### src/hdl/thermal_core_tracker_assert.svh
// assertion macros for the thermal core tracker
`ifndef THERMAL_CORE_TRACKER_ASSERT_SVH
`define THERMAL_CORE_TRACKER_ASSERT_SVH

// a implies b on the same edge
`define TCT_ASSERT_IMPL(label, rst_n, a, b) \
	label: assert property (@(posedge clk) disable iff (!rst_n) (a) |-> (b)) \
		else $error("implication failed");

// a implies b on the next edge
`define TCT_ASSERT_NEXT(label, rst_n, a, b) \
	label: assert property (@(posedge clk) disable iff (!rst_n) (a) |=> (b)) \
		else $error("next-cycle implication failed");

`endif

### src/hdl/tct_divider.sv
`timescale 1ns / 1ps
// restoring divider, one quotient bit a cycle, truncates toward zero
module tct_divider #(
	parameter int NW = 24,
	parameter int DW = 9
) (
	input  logic                 clk,
	input  logic                 arst_n,
	input  logic                 start,
	input  logic signed [NW-1:0] num,
	input  logic [DW-1:0]        den,
	output logic                 done,
	output logic signed [NW-1:0] quot
);
	localparam int CW = $clog2(NW + 1);
	logic [NW-1:0] mag_q;
	logic [NW-1:0] rem_q;
	logic [DW-1:0] den_q;
	logic          neg_q;
	logic [CW-1:0] cnt_q;
	logic          busy_q;
	logic [NW:0]   trial;

	assign trial = {rem_q, mag_q[NW-1]} - {{(NW + 1 - DW){1'b0}}, den_q};

	always_ff @(posedge clk or negedge arst_n) begin
		if (!arst_n) begin
			busy_q <= 1'b0;
			done   <= 1'b0;
			cnt_q  <= '0;
		end else begin
			done <= 1'b0;
			if (start) begin
				busy_q <= 1'b1;
				cnt_q  <= CW'(NW);
			end else if (busy_q) begin
				cnt_q <= cnt_q - 1'b1;
				if (cnt_q == CW'(1)) begin
					busy_q <= 1'b0;
					done   <= 1'b1;
				end
			end
		end
	end

	always_ff @(posedge clk) begin
		if (start) begin
			neg_q <= num[NW-1];
			mag_q <= num[NW-1] ? NW'(-num) : NW'(num);
			rem_q <= '0;
			den_q <= den;
		end else if (busy_q) begin
			if (!trial[NW]) begin
				rem_q <= trial[NW-1:0];
				mag_q <= {mag_q[NW-2:0], 1'b1};
			end else begin
				rem_q <= {rem_q[NW-2:0], mag_q[NW-1]};
				mag_q <= {mag_q[NW-2:0], 1'b0};
			end
		end
	end

	assign quot = neg_q ? NW'(-mag_q) : mag_q;
endmodule

### config.mk
export PLATFORM = sky130hd
export DESIGN_NAME = tct_divider
export DESIGN_NICKNAME = d
export VERILOG_FILES = /design/src/hdl/thermal_core_tracker_assert.svh /design/src/hdl/tct_divider.sv
export SDC_FILE = /design/constraint.sdc
export NUM_CORES = 1
export LEC_CHECK = 0
export BUFFER_PORTS_ARGS = -buffer_cell sky130_fd_sc_hd__buf_2
export CORE_MARGIN = 2
export CORE_UTILIZATION = 35
export DETAILED_ROUTE_END_ITERATION = 8
export PLACE_DENSITY = 0.54
export SLEW_MARGIN = 20
export SYNTH_ARGS = -nofsm -noshare
export SYNTH_HDL_FRONTEND = slang
export SYNTH_SLANG_ARGS = --single-unit
### constraint.sdc
create_clock -name clk -period 3.6 [get_ports clk]
set_input_delay 0.54 -clock clk [delete_from_list [all_inputs] [get_ports clk]]
set_output_delay 0.54 -clock clk [all_outputs]
set_load 0.02 [all_outputs]
-- Yosys cells after proc, flatten, opt, wreduce, memory -nomap -nowiden
Index checks and enable logic that the tools add are counted.
- register bits after elaboration: 65
- bits of input ports: 36
- logic and storage cells: 27
- $add $sub $neg: 4
- equal/unequal tests: 1
- mux-type cells: 14
- reduce and logical (&&, ||, !) cells: 1
- operators with widths (cell ; count):
    $mux W24 ; 5
    $neg A24 Y24 ; 2
    $sub A25 B9 Y25 ; 1
    $mux W5 ; 2
    $mux W1 ; 7
    $eq A5 B1 Y1 const B ; 1
    $sub A5 B1 Y5 const B ; 1
    $reduce_bool A2 Y1 ; 1

-- Depth between registers and ports, before layout
- word-level depth: 4
- mapped depth: 12
- gate-level depth less buffers: 10

-- Worst setup path before layout
No wires, ideal clock.
- path type: register to output
- from: register mag_q[5]
- to: output port quot[18]
- data arrival time: 2.325 ns
- data required time: 3.060 ns
- setup slack: 0.735 ns
- cell stages (with the launch flop): 6
- buffers on the path: 0
- cell sequence: edfxtp_1 > or4_1 > nor4_1 > or4bb_1 > o31ai_1 > xnor2_1
- word-level cells in the longest chain between the ends: 2
- ends and longest elaborated chain (what ; RTL line ; text):
    from (decl) ; tct_divider.sv:16 ; logic [NW-1:0] mag_q;
    from (signal assigned) ; tct_divider.sv:49 ; mag_q <= num[NW-1] ? NW'(-num) : NW'(num);
    from (signal assigned) ; tct_divider.sv:55 ; mag_q <= {mag_q[NW-2:0], 1'b1};
    from (signal assigned) ; tct_divider.sv:58 ; mag_q <= {mag_q[NW-2:0], 1'b0};
    $neg A24 Y24 ; tct_divider.sv:63 ; assign quot = neg_q ? NW'(-mag_q) : mag_q;
    $mux W24 ; tct_divider.sv:63 ;
    to (decl) ; tct_divider.sv:13 ; output logic signed [NW-1:0] quot
Every way passes these cells.

-- Final worst setup path
- from: register mag_q[6]
- to: output port quot[18]
The elaborated chain is that of the path after synthesis.

==> reports/results.md <==
## Outcome
• run status: complete, no violations

## Global routing
• vias in the first global route: 3339
• grt total ovfl: 0
• overall global routing resource usage: 0.1513
• wire length of the first global-routing pass: 15950 um
• pin count of the biggest net entering global routing: 85
• antenna violations before repair: 0

## Clocking
• clock tree root driver cell: sky130_fd_sc_hd__clkbuf_16
• CTS tree: yes
• H-tree Lvls: 3
• insertion delay to the later sink of the worst-skew pair: 0.33 ns
• # clock sinks: 65
• Clk pin slew, worst setup/hold paths: 0.06 ns
• total clock buffers created by CTS: 9
• clk buf depth: 2

## Synthesis
• most used flip-flop cell after synthesis: sky130_fd_sc_hd__edfxtp_1
• synthesis-stage register bit count: 65
• share of flip-flops with an asynchronous set or reset after synthesis: 0.1077
• warning count from the yosys run: 0
• sequential fraction of the synthesis area: 0.3925
• Synth cell types: 58
• syn_area_per_cell: 9.206 um2
• post-synthesis instance area: 4272 um2
• Post-synth EDFFs: 34
• Net Count, Synth: 514
• cells after synthesis: 464

## Pwr
• Max rail drop VDD: 0.3763 mV
• Final Total Pwr: 3.646 mW
• leakage component of the power: 1.990 nW
• power per cell area: 727.4 nW/um2

## Route
• final routed wire length divided by cell count: 14.07 um
• DRT Pass-1 Iters: 4
• detailed router's first-iteration violation count: 140
• Via-to-Cell Ratio: 5.268
• via total after detailed routing: 3519
• Routed WL: 9400 um
• residual antenna-violating net count after detailed routing: 0
• DRC errors left: 0

## Placed design
• routability-driven placement congestion ratio: 0.8196
• HPWL Detailed: 6780 um
• buffers added on ports: 60

## Timing
• unrepaired setup endpoints after global routing: no
• post-route setup TNS: 0 ns
• worst slew margin relative to its limit: 0.3801
• count of endpoints failing setup in the final report: 0
• Tmin final: 3.388 ns
• slew at the pin closest to its max-slew limit: 0.9289 ns
• fmax: 0.2951 GHz
• post-route clock period utilization: 0.9412
• Final Max Tran Viols: 0
• Hold Fails Final Rpt: 0
• clock skew: 0.009799 ns

## Setup path
• category of the critical setup timing path: reg -> out
• capturing element type of the critical path: primary output
• required time at the worst-slack endpoint: 3.06 ns
• data arrival time of the critical path: 2.85 ns
• Worst setup SP type: flip-flop
• Critical Path Fanout Max: 4

## Die
• die height: 114.5 um
• Initial Utilization: 0.3571
• number of top-level pins: 61
• Site Rows: 40
• Core Footprint: 11960 um2
• Die ar.: 13100 um2
• die width: 114.5 um

## Finish
• number of antenna cells inserted: 0
• number of nets in the final layout: 566
• share of cells above drive strength 1: 0.1919
• most frequent standard cell in the layout excluding fill and tap cells: sky130_fd_sc_hd__buf_2
• signed area change from the synthesized netlist to the final layout: 17.34%
• commonest cells after routing, fill and taps aside: 60 x sky130_fd_sc_hd__buf_2, 58 x sky130_fd_sc_hd__nor2_1, 34 x sky130_fd_sc_hd__edfxtp_1

## Hold path
• worst min-delay path class: in -> async

## Flow run
• max cap viols: 0

-- area by class of cell --
| class | count | area (um2) |
|---|---|---|
| flip-flops and latches | 65 | 1677 |
| fillers | 1184 | 6949 |
| multi-input cells | 356 | 2426 |
| repair buffers | 64 | 330.3 |
| clock buffers | 9 | 225.2 |
| well taps | 147 | 183.9 |
| inverters | 20 | 75.07 |
| clock inverters | 7 | 95.09 |
-- power breakdown --
group | internal [mW] | switching [mW] | total (mW)
Clock | 0.605 | 0.324 | 0.929
Combinational | 0.703 | 0.837 | 1.54
Sequential | 0.967 | 0.210 | 1.18
Total | 2.28 | 1.37 | 3.65
-- layer usage --
metal | vias to the layer above | share of wire | global-route usage
met1 | 1625 | 0.48 | 0.2009
met4 | 0 | 0.021 | 0.05447
met5 | - | 0 | 0
met2 | 73 | 0.46 | 0.2398
li1 | 1806 | - | -
met3 | 15 | 0.043 | 0.03706
-- cells in the mapped netlist, drive strengths merged, types with 2 or more instances --
master / n / area share
nor2b: 4 / 0.0059
clkbuf: 17 / 0.015
nor4b: 2 / 0.0041
edfxtp: 34 / 0.24
mux2i: 7 / 0.016
mux2: 2 / 0.0061
nand2b: 12 / 0.018
nand3: 9 / 0.015
nor3: 5 / 0.0059
nand2: 25 / 0.022
o21a: 3 / 0.0053
dfxtp: 24 / 0.11
o21ai: 24 / 0.028
dfrtp: 7 / 0.041
xnor2: 33 / 0.068
a311oi: 9 / 0.018
inv: 20 / 0.018
nor2: 59 / 0.054
nand4: 3 / 0.0044
o31ai: 18 / 0.035
nand3b: 2 / 0.0035
a211oi: 13 / 0.024
or4: 11 / 0.021
o41ai: 9 / 0.018
or2: 6 / 0.0088
or3: 7 / 0.011
xor2: 28 / 0.057
or4b: 2 / 0.0047
a31o: 2 / 0.0041
ha: 13 / 0.038
nor4: 7 / 0.012
buf: 6 / 0.0085
a21oi: 30 / 0.035
-- kinds of logic (layout without fill, tap and decap cells) --
logic type | Yosys count | count (layout) | synth area share
adders and majority gates | 14 | 14 | 0.04277
and+or+nand+nor | 158 | 158 | 0.1965
muxes | 9 | 9 | 0.02255
DFF | 65 | 65 | 0.3925
xor gates and xnor gates | 61 | 61 | 0.1251
AOI/OAI and AO/OA | 114 | 114 | 0.1796
buffers and inverters | 43 | 100 | 0.04101
-- critical path: stages, from the launching register on --
cell                       delay, ns
sky130_fd_sc_hd__edfxtp_1       0.42
sky130_fd_sc_hd__or4_1          0.63
sky130_fd_sc_hd__nor4_2         0.35
sky130_fd_sc_hd__or4bb_1        0.51
sky130_fd_sc_hd__o31ai_1        0.26
sky130_fd_sc_hd__xnor2_1        0.16
sky130_fd_sc_hd__buf_2          0.19
-- path summary, 6_finish.rpt --
kind	depth (start not counted)	slack, ns	end	from
max in group asynchronous	1	3.41	busy_q$_DFF_PN0_	arst_n
worst min register to register	2	0.49	rem_q[7]$_SDFFE_PP0P_	rem_q[7]$_SDFFE_PP0P_
worst max register to register	10	0.55	rem_q[15]$_SDFFE_PP0P_	mag_q[23]$_DFFE_PP_
worst min-delay path	1	0.03	cnt_q[4]$_DFFE_PN0P_	arst_n
min in group clk	1	0.38	den_q[6]$_DFFE_PP_	den[6]
worst max-delay path	6	0.21	quot[18]	mag_q[6]$_DFFE_PP_
-- repair_timing --
item,CTS,global route
hold buffers,0,0
gates resized for setup,0,1
buffers inserted,0,0
setup endpoints to repair,0,4
-- sequential cells by signal, summed over array words and instances, names as in the netlist --
register	count
busy_q	1
cnt_q	5
den_q	9
done	1
mag_q	24
neg_q	1
rem_q	24
-- per-stage QoR --
step                      utilization  area [um2]  setup slack (ns)  hold slack (ns)  std cells
after floorplan                     -        4272            0.7349           0.2444        464
after global placement         0.3917        4686            0.4687           0.3823        652
after detailed placement       0.3917        4686            0.4141           0.3855        652
after CTS                      0.4185        5006           0.04912          0.02860        668
after global routing           0.4190        5012           0.09209          0.03646        668
final                          0.4190        5012            0.2117          0.02921        668
Note: power is estimated with default switching activity, not from simulation.
