`src/hdl/thermal_core_tracker_assert.svh`:
```
// assertion macros for the thermal core tracker
`ifndef THERMAL_CORE_TRACKER_ASSERT_SVH
`define THERMAL_CORE_TRACKER_ASSERT_SVH

// a implies b on the same edge
`define TCT_ASSERT_IMPL(label, rst_n, a, b) \
	label: assert property (@(posedge clk) disable iff (!rst_n) (a) |-> (b)) \
		else $error("implication failed");

// a implies b on the next edge
`define TCT_ASSERT_NEXT(label, rst_n, a, b) \
	label: assert property (@(posedge clk) disable iff (!rst_n) (a) |=> (b)) \
		else $error("next-cycle implication failed");

`endif

```
`src/hdl/tct_pkg.sv`:
```
`timescale 1ns / 1ps
package tct_pkg;
	typedef enum logic [2:0] {
		ST_IDLE,
		ST_SCAN,
		ST_START,
		ST_DIV,
		ST_OUT
	} state_t;

	localparam int MIN_POINTS = 3;

	typedef enum logic {
		OP_TICK  = 1'b0,
		OP_CLEAR = 1'b1
	} op_t;

	localparam logic CFG_MIN_CLIMB = 1'b0;
	localparam logic CFG_TIMEOUT   = 1'b1;

	// one history point as it moves along the row
	typedef struct packed {
		logic signed [30:0] lat;
		logic signed [31:0] lon;
		logic signed [20:0] alt;
		logic signed [15:0] climb;
		logic [31:0]        stamp;
	} point_t;
endpackage

```
`src/hdl/tct_cell.sv`:
```
`timescale 1ns / 1ps
// one history slot: loads on its write strobe, otherwise takes the neighbor
// value while the row rotates, so slot contents come past the head in order
module tct_cell (
	input  logic            clk,
	input  logic            load,
	input  logic            shift,
	input  tct_pkg::point_t wr_point,
	input  tct_pkg::point_t prev_point,
	output tct_pkg::point_t point
);
	tct_pkg::point_t point_q;

	always_ff @(posedge clk) begin
		if (load) begin
			point_q <= wr_point;
		end else if (shift) begin
			point_q <= prev_point;
		end
	end

	assign point = point_q;
endmodule

```
`config.mk`:
```
export PLATFORM = sky130hd
export DESIGN_NAME = tct_cell
export DESIGN_NICKNAME = d
export VERILOG_FILES = /design/src/hdl/thermal_core_tracker_assert.svh /design/src/hdl/tct_pkg.sv /design/src/hdl/tct_cell.sv
export SDC_FILE = /design/constraint.sdc
export NUM_CORES = 1
export LEC_CHECK = 0
export BUFFER_PORTS_ARGS = -buffer_cell sky130_fd_sc_hd__buf_2
export CAP_MARGIN = 30
export CORE_AREA = 3 3 153 155
export CTS_CLUSTER_SIZE = 25
export DETAILED_ROUTE_END_ITERATION = 7
export DIE_AREA = 0 0 156 158
export PLACE_DENSITY = 0.54
export SLEW_MARGIN = 40
export SYNTH_ARGS = -nofsm -noshare
export SYNTH_HDL_FRONTEND = slang
export SYNTH_SLANG_ARGS = --single-unit
```
`constraint.sdc`:
```
create_clock -name clk -period 6.5 [get_ports clk]
set_input_delay 0.975 -clock clk [delete_from_list [all_inputs] [get_ports clk]]
set_output_delay 0.975 -clock clk [all_outputs]
set_load 0.01 [all_outputs]
```
Word level (Yosys, flattened, before mapping)
Index checks and enable logic that the tools add are counted.
- register bits: 132
- logic and storage cells: 8
- output and inout port bits: 132
- bits of input ports: 267
- reduce and logical (&&, ||, !) cells: 1
- multiplexer cells: 2
- operators with widths (cell ; count):
    2-to-1 mux 132 bit ; 2
    nonzero test 2 bit ; 1

Longest topological paths before layout
Gate-level depths: netlist of run 1.
- depth after elaboration: 2
- gate-level depth with buffers: 4
- gate-level depth less buffers: 1

Least setup slack after synthesis of run 1
No wires, ideal clock.
- path type: input to register
- start point: input port load
- end point: register point_q, in the netlist point[0] (enable)
- buffers on the path: 3
- stages: 4
- required time: 6.000 ns
- setup time: 0.500 ns
- path slack: 1.714 ns
- arrival time: 4.286 ns
- cell sequence: buf_6 buf_6 buf_6 or2_1
- longest elaborated chain between the ends: 1
- RTL lines (what ; RTL line ; text):
    start: declaration ; tct_cell.sv:6 ; input logic load,
    nonzero test 2 bit (no line) ; - ;
    end signal: assignment ; tct_cell.sv:16 ; point_q <= wr_point;
    end signal: assignment ; tct_cell.sv:18 ; point_q <= prev_point;
    end: declaration ; tct_cell.sv:12 ; tct_pkg::point_t point_q;
No other way between the ends.
A chain may end at the register's enable or synchronous reset.

Final worst setup path of run 1
- start point: input port load
- end point: register point_q, in the netlist point[59] (enable)
Same word-level chain as after synthesis.

==> flow_summary.json, run 1 <==
{
  "outcome": "finished clean",
  "clock.fmax_mhz": 374,
  "ys_seq_elements": 132,
  "slew_violations": 0,
  "rsz0062_at_grt": "false",
  "core_area_mm2": 0.0220,
  "nets": 952,
  "hold_buffers": 0,
  "hold_viol": 0,
  "synth_nets": 547,
  "post_dp_cell_area_mm2": 0.00808,
  "drt_first_pass_iters": 4,
  "placementRows": 54,
  "via_count": 4099,
  "cts_made_buffers": 17,
  "syn_inst": 280,
  "antenna_found_initial": 3,
  "period_needed_ns": 2.68,
  "ir_drop_uv": 139,
  "first_global_vias": 4509,
  "overflow": 0,
  "ios": 399,
  "cp.required_ns": 6.54,
  "end_kind": "flip-flop",
  "dp.cells": 945,
  "setup_viol": 0,
  "hold_depth": 2,
  "grt_usage_pct": 12.8,
  "fin_crit_sh_pct": 41.2,
  "maxSlewHeadroom_pct": 48.6,
  "cts_resized": 0,
  "drt-initial-drc-count": 177,
  "vias_per_cell": 4.19,
  "max_cap_violations": 0,
  "portBuffers": 398,
  "synth_top_area_cell": "edfxtp_1",
  "path_class": "in2reg",
  "worstMarginPinSlew_ns": 0.771,
  "remaining_drc_errors": 0,
  "grt_pass1_wl_mm": 23.9,
  "wl_per_cell_um": 17.0,
  "cts_htree_levels": 4,
  "finish.utilization_pct": 39.5,
  "arrival_ns": 2.71,
  "netlist_area_mm2": 0.00585,
  "start_util_pct": 26.6,
  "drive_above_1_share_pct": 80.7,
  "ys_types": 6,
  "fp.dieW_um": 156,
  "min_to": "point[112]",
  "largest_register_ff_count": 132,
  "ys_seq_area_share_pct": 67.8,
  "wirelength_mm": 16.6,
  "synth_top_area_share_pct": 67.8,
  "hold_class": "in2reg",
  "critPathMaxFanout": 70,
  "clock_sinks": 132,
  "path_clk_slew_ns": 0.06,
  "power_uw": 2340,
  "cts_setup_buffers": 0,
  "syn2layout_area_growth_pct": 48.3,
  "dpl.hpwl_mm": 13.1,
  "grt_max_degree": 71,
  "fin_area_mm2": 0.00867,
  "hp-start": "prev_point[112]",
  "netlist_top_cells_area": "edfxtp_1, mux2_4, mux2_2",
  "ant_nets": 0,
  "gp_congestion": 0.782,
  "yosysWarnings": 0,
  "p_leak_uw": 0.00401,
  "avgSynthCellArea_um2": 20.9,
  "fp.dieH_um": 158,
  "clockBufferDepth": 2,
  "root_buffer": "clkbuf_16",
  "fin_cells": 979,
  "die_area_mm2": 0.0246,
  "start_kind": "input port",
  "cts_tree": "yes",
  "power.density_mw_per_mm2": 270,
  "tns_ns": 0
}
critical path, cell delays in order:
cell      delay (ns)
clkbuf_8        0.55
or2_4           0.47
buf_6           0.54
how the worst max path moves through the flow:
stage          start        end  slack [ns]  cells after the start
3_5_place_dp    load  point[17]        2.65                      3
2_1_floorplan   load   point[0]        1.71                      4
6_report        load  point[59]        3.82                      3
5_1_grt         load  point[59]        3.72                      3
4_1_cts         load  point[59]        3.09                      3
3_3_place_gp    load  point[17]        2.75                      3
report_power, final:
group	internal [uW]	leakage (uW)	switching, uW	total [uW]
logic	196	0.00241	167	363
registers	1050	0.00134	22.5	1070
clock network	530	0.000259	376	906
total	1770	0.00401	566	2340
synthesized netlist by cell type (all sizes together):
cell type,instances
buf,15
edfxtp,132
mux2,132
or2,1
placed cells by master (no fill, tap or decap), drive strengths merged:
master / n
clkinv: 5
bufinv: 1
edfxtp: 132
diode: 1
inv: 4
or2: 1
buf: 400
mux2: 132
clkinvlp: 4
clkbuf: 19
kinds of logic after synthesis:
| family | after synthesis | synth area share [%] |
|---|---|---|
| buf+inv | 15 | 2.25 |
| flops | 132 | 67.8 |
| mux | 132 | 29.9 |
| simple gates | 1 | 0.107 |
through the flow:
| step | hold slack, ns | worst slack (ns) |
|---|---|---|
| finish | 0.860 | 3.82 |
| global route | 0.833 | 3.72 |
| CTS | 0.833 | 3.09 |
| detailed placement | 1.28 | 2.65 |
| global placement | 1.28 | 2.75 |
| floorplan | 1.19 | 1.71 |
final cells by class:
type | count | area [um^2]
antenna | 1 | 2.50
clock buffer | 18 | 429
clock inverter | 14 | 129
fill | 2091 | 13300
multi-input combinational | 133 | 1750
sequential | 132 | 3960
tap | 280 | 350
timing repair buffer | 401 | 2040
per-layer routing:
metal,share of wire (%),track usage (%)
met5,0.13,0
met4,1.8,4.71
met3,11,5.60
met2,52,23.1
met1,35,13.3
(Power assumes the default switching activity.)
==> inputs of run 2 (changes only) <==
- ABC_AREA: not set -> 1
- CORE_AREA: 3 3 153 155 -> 3 3 152 154
- DIE_AREA: 0 0 156 158 -> 0 0 155 157
- PLACE_DENSITY: 0.54 -> 0.56
- clock period: 6.5 -> 2.4 ns (I/O delays scaled with it)
==> flow_summary.json, run 2 <==
{
  "critPathMaxFanout": 1,
  "synth_top_area_share_pct": 69.9,
  "clockBufferDepth": 2,
  "clkPwrFrac_pct": 39.1,
  "final_common_cell": "buf_2",
  "timing.hold.ws_ns": 0.211,
  "cts_made_buffers": 17,
  "internal_power_uw": 4670,
  "slew_violations": 0,
  "cp.required_ns": 2.04,
  "root_buffer": "clkbuf_16",
  "core_area_mm2": 0.0218,
  "multi_input_area_mm2": 0.00150,
  "synth_top_family_by_area": "simple AND/OR/NAND/NOR gates",
  "yosysWarnings": 0,
  "end_kind": "primary output",
  "ant_nets": 0,
  "fin_cells": 1245,
  "hp-start": "prev_point[50]",
  "portBuffers": 398,
  "power.density_mw_per_mm2": 741,
  "critical_path.cell_chain": "buf_2",
  "dp.cells": 1213,
  "min_to": "point[50]",
  "largest_register_ff_count": 132,
  "synth_top_area_cell": "edfxtp_1",
  "worstMarginPinSlew_ns": 0.567,
  "syn2layout_area_growth_pct": 49.3,
  "critical_path.slowest_cell": "edfxtp_1",
  "ys_seq_area_share_pct": 69.9,
  "synthMuxAreaShare_pct": 0,
  "first_global_vias": 4666,
  "layout.area.seq_mm2": 0.00396,
  "path_class": "reg2out",
  "cts_setup_buffers": 0,
  "netlist_top_cells_area": "edfxtp_1, nand2_1, buf_6",
  "crit_buf_inv": 1,
  "final_cell_mix": "buf_2, nand2_1, edfxtp_1, clkbuf_16, clkinvlp_4",
  "arrival_ns": 0.98,
  "remaining_drc_errors": 0,
  "ys_async_sr_fraction_pct": 0,
  "wirelength_mm": 17.4,
  "gp_congestion": 0.804,
  "hold_depth": 3,
  "wl_per_cell_um": 14.0,
  "drt_first_pass_iters": 6,
  "antenna_cells": 0,
  "nets": 1219,
  "path_clk_slew_ns": 0.06,
  "setup_viol": 0,
  "cts_tree": "yes",
  "swShare_pct": 25.6,
  "cts_resized": 0,
  "cpLargestDelayFamily": "flip-flops",
  "p_leak_uw": 0.00441,
  "syn_inst": 559,
  "grt_pass1_wl_mm": 25.1,
  "fp.dieW_um": 155,
  "dpl.hpwl_mm": 13.0,
  "synth_nets": 826,
  "ys_types": 7,
  "ios": 399,
  "synth-edff-count": 132,
  "ys_seq_elements": 132,
  "drt-initial-drc-count": 255,
  "grt_max_degree": 130,
  "p_comb_share_pct": 14.8,
  "fp.dieH_um": 157,
  "synth_fa_ha_area_share_pct": 0,
  "rsz0062_at_grt": "false",
  "hold_class": "in2reg",
  "period_needed_ns": 1.34,
  "clock.fmax_mhz": 745,
  "drive_above_1_share_pct": 45.1,
  "p_seq_share_pct": 46.0,
  "synth_xor_area_share_pct": 0,
  "outcome": "finished clean",
  "placementRows": 54,
  "hold_viol": 0,
  "fill_cells": 2225,
  "crit_path_max_incr_delay_ns": 0.41,
  "ir_drop_uv": 409,
  "maxSlewHeadroom_pct": 62.2,
  "avgSynthCellArea_um2": 10.1,
  "hold_buffers": 0,
  "synth_compound_area_share_pct": 0,
  "yosysMostFrequentCell": "nand2_1",
  "fin_crit_sh_pct": 55.9,
  "netlist_area_mm2": 0.00567,
  "synth_flop_cell": "edfxtp_1",
  "overflow": 0,
  "vias_per_cell": 4.06,
  "max_cap_violations": 0,
  "synth-simple-area-share_pct": 26.3,
  "power_switching_uw": 1610,
  "synthTopCellsByCount": "nand2_1, edfxtp_1, buf_2",
  "clock_sinks": 132,
  "start_kind": "flip-flop",
  "cts_htree_levels": 4,
  "die_area_mm2": 0.0243,
  "start_util_pct": 26.0,
  "grt_usage_pct": 13.3,
  "antenna_found_initial": 0,
  "tns_ns": 0,
  "via_count": 5050
}
[run 2: cell count changes in the layout (fill, tap and decap cells not counted), sizes merged, moves of 2 or more]
cell / delta
nand2: +396
mux2: -132
buf: +3
clkinv: -2
clkinvlp: +2
[run 2: tightest hold or removal path, stage by stage]
cell	delay, ns
buf_2	0.07
nand2_1	0.04
nand2_1	0.05
[run 2: worst max-delay path by stage]
stage               from   endpoint  cells past startpoint
2_1_floorplan       load   point[0]                      3
3_3_place_gp        load  point[79]                      3
3_5_place_dp        load  point[79]                      3
4_1_cts        point[24]  point[24]                      1
5_1_grt        point[24]  point[24]                      1
6_report       point[63]  point[63]                      1
[run 2: metal layers]
| metal | GRT usage, % | wire length (um) | up-vias |
|---|---|---|---|
| li1 | - | - | 2582 |
| met1 | 15.6 | 6910 | 2169 |
| met2 | 22.5 | 8450 | 275 |
| met3 | 4.98 | 1720 | 24 |
| met4 | 4.71 | 314 | 0 |
| met5 | 0 | 0 | - |
[run 2: cell type report]
cell class              count  share of cell area [%]
inverters                   1                  0.0739
flip-flops and latches    132                    46.8
clock inverters            14                    1.51
clock buffers              18                    5.07
well taps                 280                    4.14
repair buffers            403                    24.7
multi-input cells         397                    17.7
[run 2: metrics by stage]
stage                     power (uW)  setup slack [ns]  util [%]  cell area (um^2)
final                           6280              1.06      38.8              8470
after global routing            6580              1.01      38.8              8470
after CTS                       6390              1.03      38.8              8470
after detailed placement        3890             0.889      36.2              7910
after global placement          3880             0.890      36.2              7910
after floorplan                 3350             0.361         -              5670
[run 2: cell families after synthesis]
group,count (synthesis)
AND/OR/NAND/NOR,397
flip-flops,132
buffers and inverters,30
[run 2: power by group through the flow]
stage / registers, uW / clock network, uW / logic (uW)
2_1_floorplan: 3090 / 0 / 254
3_3_place_gp: 2930 / 0 / 948
3_5_place_dp: 2940 / 0 / 948
4_1_cts: 2890 / 2540 / 949
5_1_grt: 2920 / 2640 / 1030
6_report: 2890 / 2460 / 930
==> inputs of run 3 (changes only) <==
- clock period: 2.4 -> 1.1 ns (I/O delays scaled with it)
==> flow_summary.json, run 3 (same netlist as run 2, synthesis figures left out) <==
{
  "antenna_found_initial": 3,
  "hold_viol": 0,
  "cpLargestDelayFamily": "flip-flops",
  "gp_congestion": 0.775,
  "slew_violations": 0,
  "cp.depth": 1,
  "largest_register_ff_count": 132,
  "multi_input_area_mm2": 0.00150,
  "finish.utilization_pct": 42.0,
  "fill_cells": 2195,
  "p_leak_uw": 0.00473,
  "crit_buf_inv": 1,
  "hold_class": "in2reg",
  "fp.dieW_um": 155,
  "drive_above_1_share_pct": 43.5,
  "maxSlewHeadroom_pct": 59.9,
  "wirelength_mm": 19.0,
  "final_cell_mix": "nand2_1, buf_2, edfxtp_1, dlygate4sd3_1, clkbuf_16",
  "grt_max_degree": 61,
  "vias_per_cell": 4.10,
  "startpoint": "point[26]",
  "die_area_mm2": 0.0243,
  "remaining_drc_errors": 0,
  "max_cap_violations": 0,
  "cts_made_buffers": 17,
  "power.density_mw_per_mm2": 1610,
  "clock.fmax_mhz": 861,
  "violations": "negative setup slack",
  "via_count": 5325,
  "ios": 399,
  "fin_crit_sh_pct": 106,
  "cts_tree": "yes",
  "ant_nets": 0,
  "drt-initial-drc-count": 230,
  "drt_first_pass_iters": 4,
  "critical_path.slowest_cell": "edfxtp_1",
  "first_global_vias": 5308,
  "wl_per_cell_um": 14.6,
  "cts_htree_levels": 4,
  "portBuffers": 398,
  "critical_path.cell_chain": "buf_6",
  "clockBufferDepth": 2,
  "fp.dieH_um": 157,
  "placementRows": 54,
  "power_uw": 14700,
  "arrival_ns": 1.00,
  "setup_viol": 9,
  "tns_ns": -0.140,
  "ir_drop_uv": 953,
  "root_buffer": "clkbuf_16",
  "final_common_cell": "nand2_1",
  "critPathCapture": "point[26]",
  "worstMarginPinSlew_ns": 0.602,
  "rsz0062_at_grt": "true",
  "end_kind": "primary output",
  "cp.required_ns": 0.94,
  "grt_usage_pct": 15.0,
  "path_clk_slew_ns": 0.06,
  "start_kind": "flip-flop",
  "syn2layout_area_growth_pct": 61.7,
  "nets": 1274,
  "setup_slack_ns": -0.0609,
  "core_area_mm2": 0.0218,
  "start_util_pct": 26.0,
  "crit_path_max_incr_delay_ns": 0.44,
  "layout.area.seq_mm2": 0.00396,
  "critPathMaxFanout": 1,
  "clock_sinks": 132,
  "path_class": "reg2out",
  "dpl.hpwl_mm": 14.5,
  "outcome": "finished, violations left",
  "period_needed_ns": 1.16,
  "grt_pass1_wl_mm": 28.2,
  "overflow": 0
}
-- run 3: power breakdown --
part | switching [uW] | internal (uW)
logic | 1190 | 1070
clock network | 2160 | 4000
registers | 139 | 6180
total | 3490 | 11200
-- run 3: worst min-delay path by stage --
stage,start,to,slack (ns),cells after the start
4_1_cts,prev_point[10],point[10],0.0001,3
3_3_place_gp,prev_point[1],point[1],0.43,3
3_5_place_dp,prev_point[122],point[122],0.43,3
2_1_floorplan,prev_point[0],point[0],0.34,2
6_report,prev_point[34],point[34],0.03,3
5_1_grt,prev_point[77],point[77],0.006,3
-- run 3: area by class of cell --
| type | instances | area share [%] |
|---|---|---|
| Multi-Input combinational cell | 397 | 16.3 |
| Timing Repair Buffer | 458 | 29.6 |
| Sequential cell | 132 | 43.2 |
| Clock buffer | 17 | 4.64 |
| Inverter | 1 | 0.0682 |
| Clock inverter | 13 | 2.28 |
| Tap cell | 280 | 3.82 |
| Antenna cell | 1 | 0.0273 |
-- run 3: repair_timing --
item | 4_1_cts | 5_1_grt
hold endpoints to repair | 39 | 0
gates resized for setup | 0 | 9
buffers inserted | 0 | 0
endpoints found under the setup margin | 101 | 129
hold buffers | 46 | 0
pin swaps | 0 | 0
-- run 3: per-stage QoR --
stage | cells | setup slack, ns | hold WS, ns | instance area, um^2
floorplan | 559 | -0.679 | 0.344 | 5680
global placement | 1222 | -0.0762 | 0.428 | 8030
detailed placement | 1222 | -0.121 | 0.432 | 8030
CTS | 1298 | -0.0978 | 0.000109 | 9120
global route | 1299 | -0.108 | 0.00581 | 9170
finish | 1299 | -0.0609 | 0.0282 | 9170
-- run 3: per-layer routing --
layer / part of all wire, % / GRT usage (%) / vias to the layer above / wire (um)
met1: 40 / 17.3 / 2360 / 7580
met4: 1.6 / 4.54 / 4 / 299
met2: 50 / 26.2 / 253 / 9430
met5: 0.14 / 0 / - / 27
li1: - / - / 2686 / -
met3: 8.8 / 5.58 / 22 / 1670
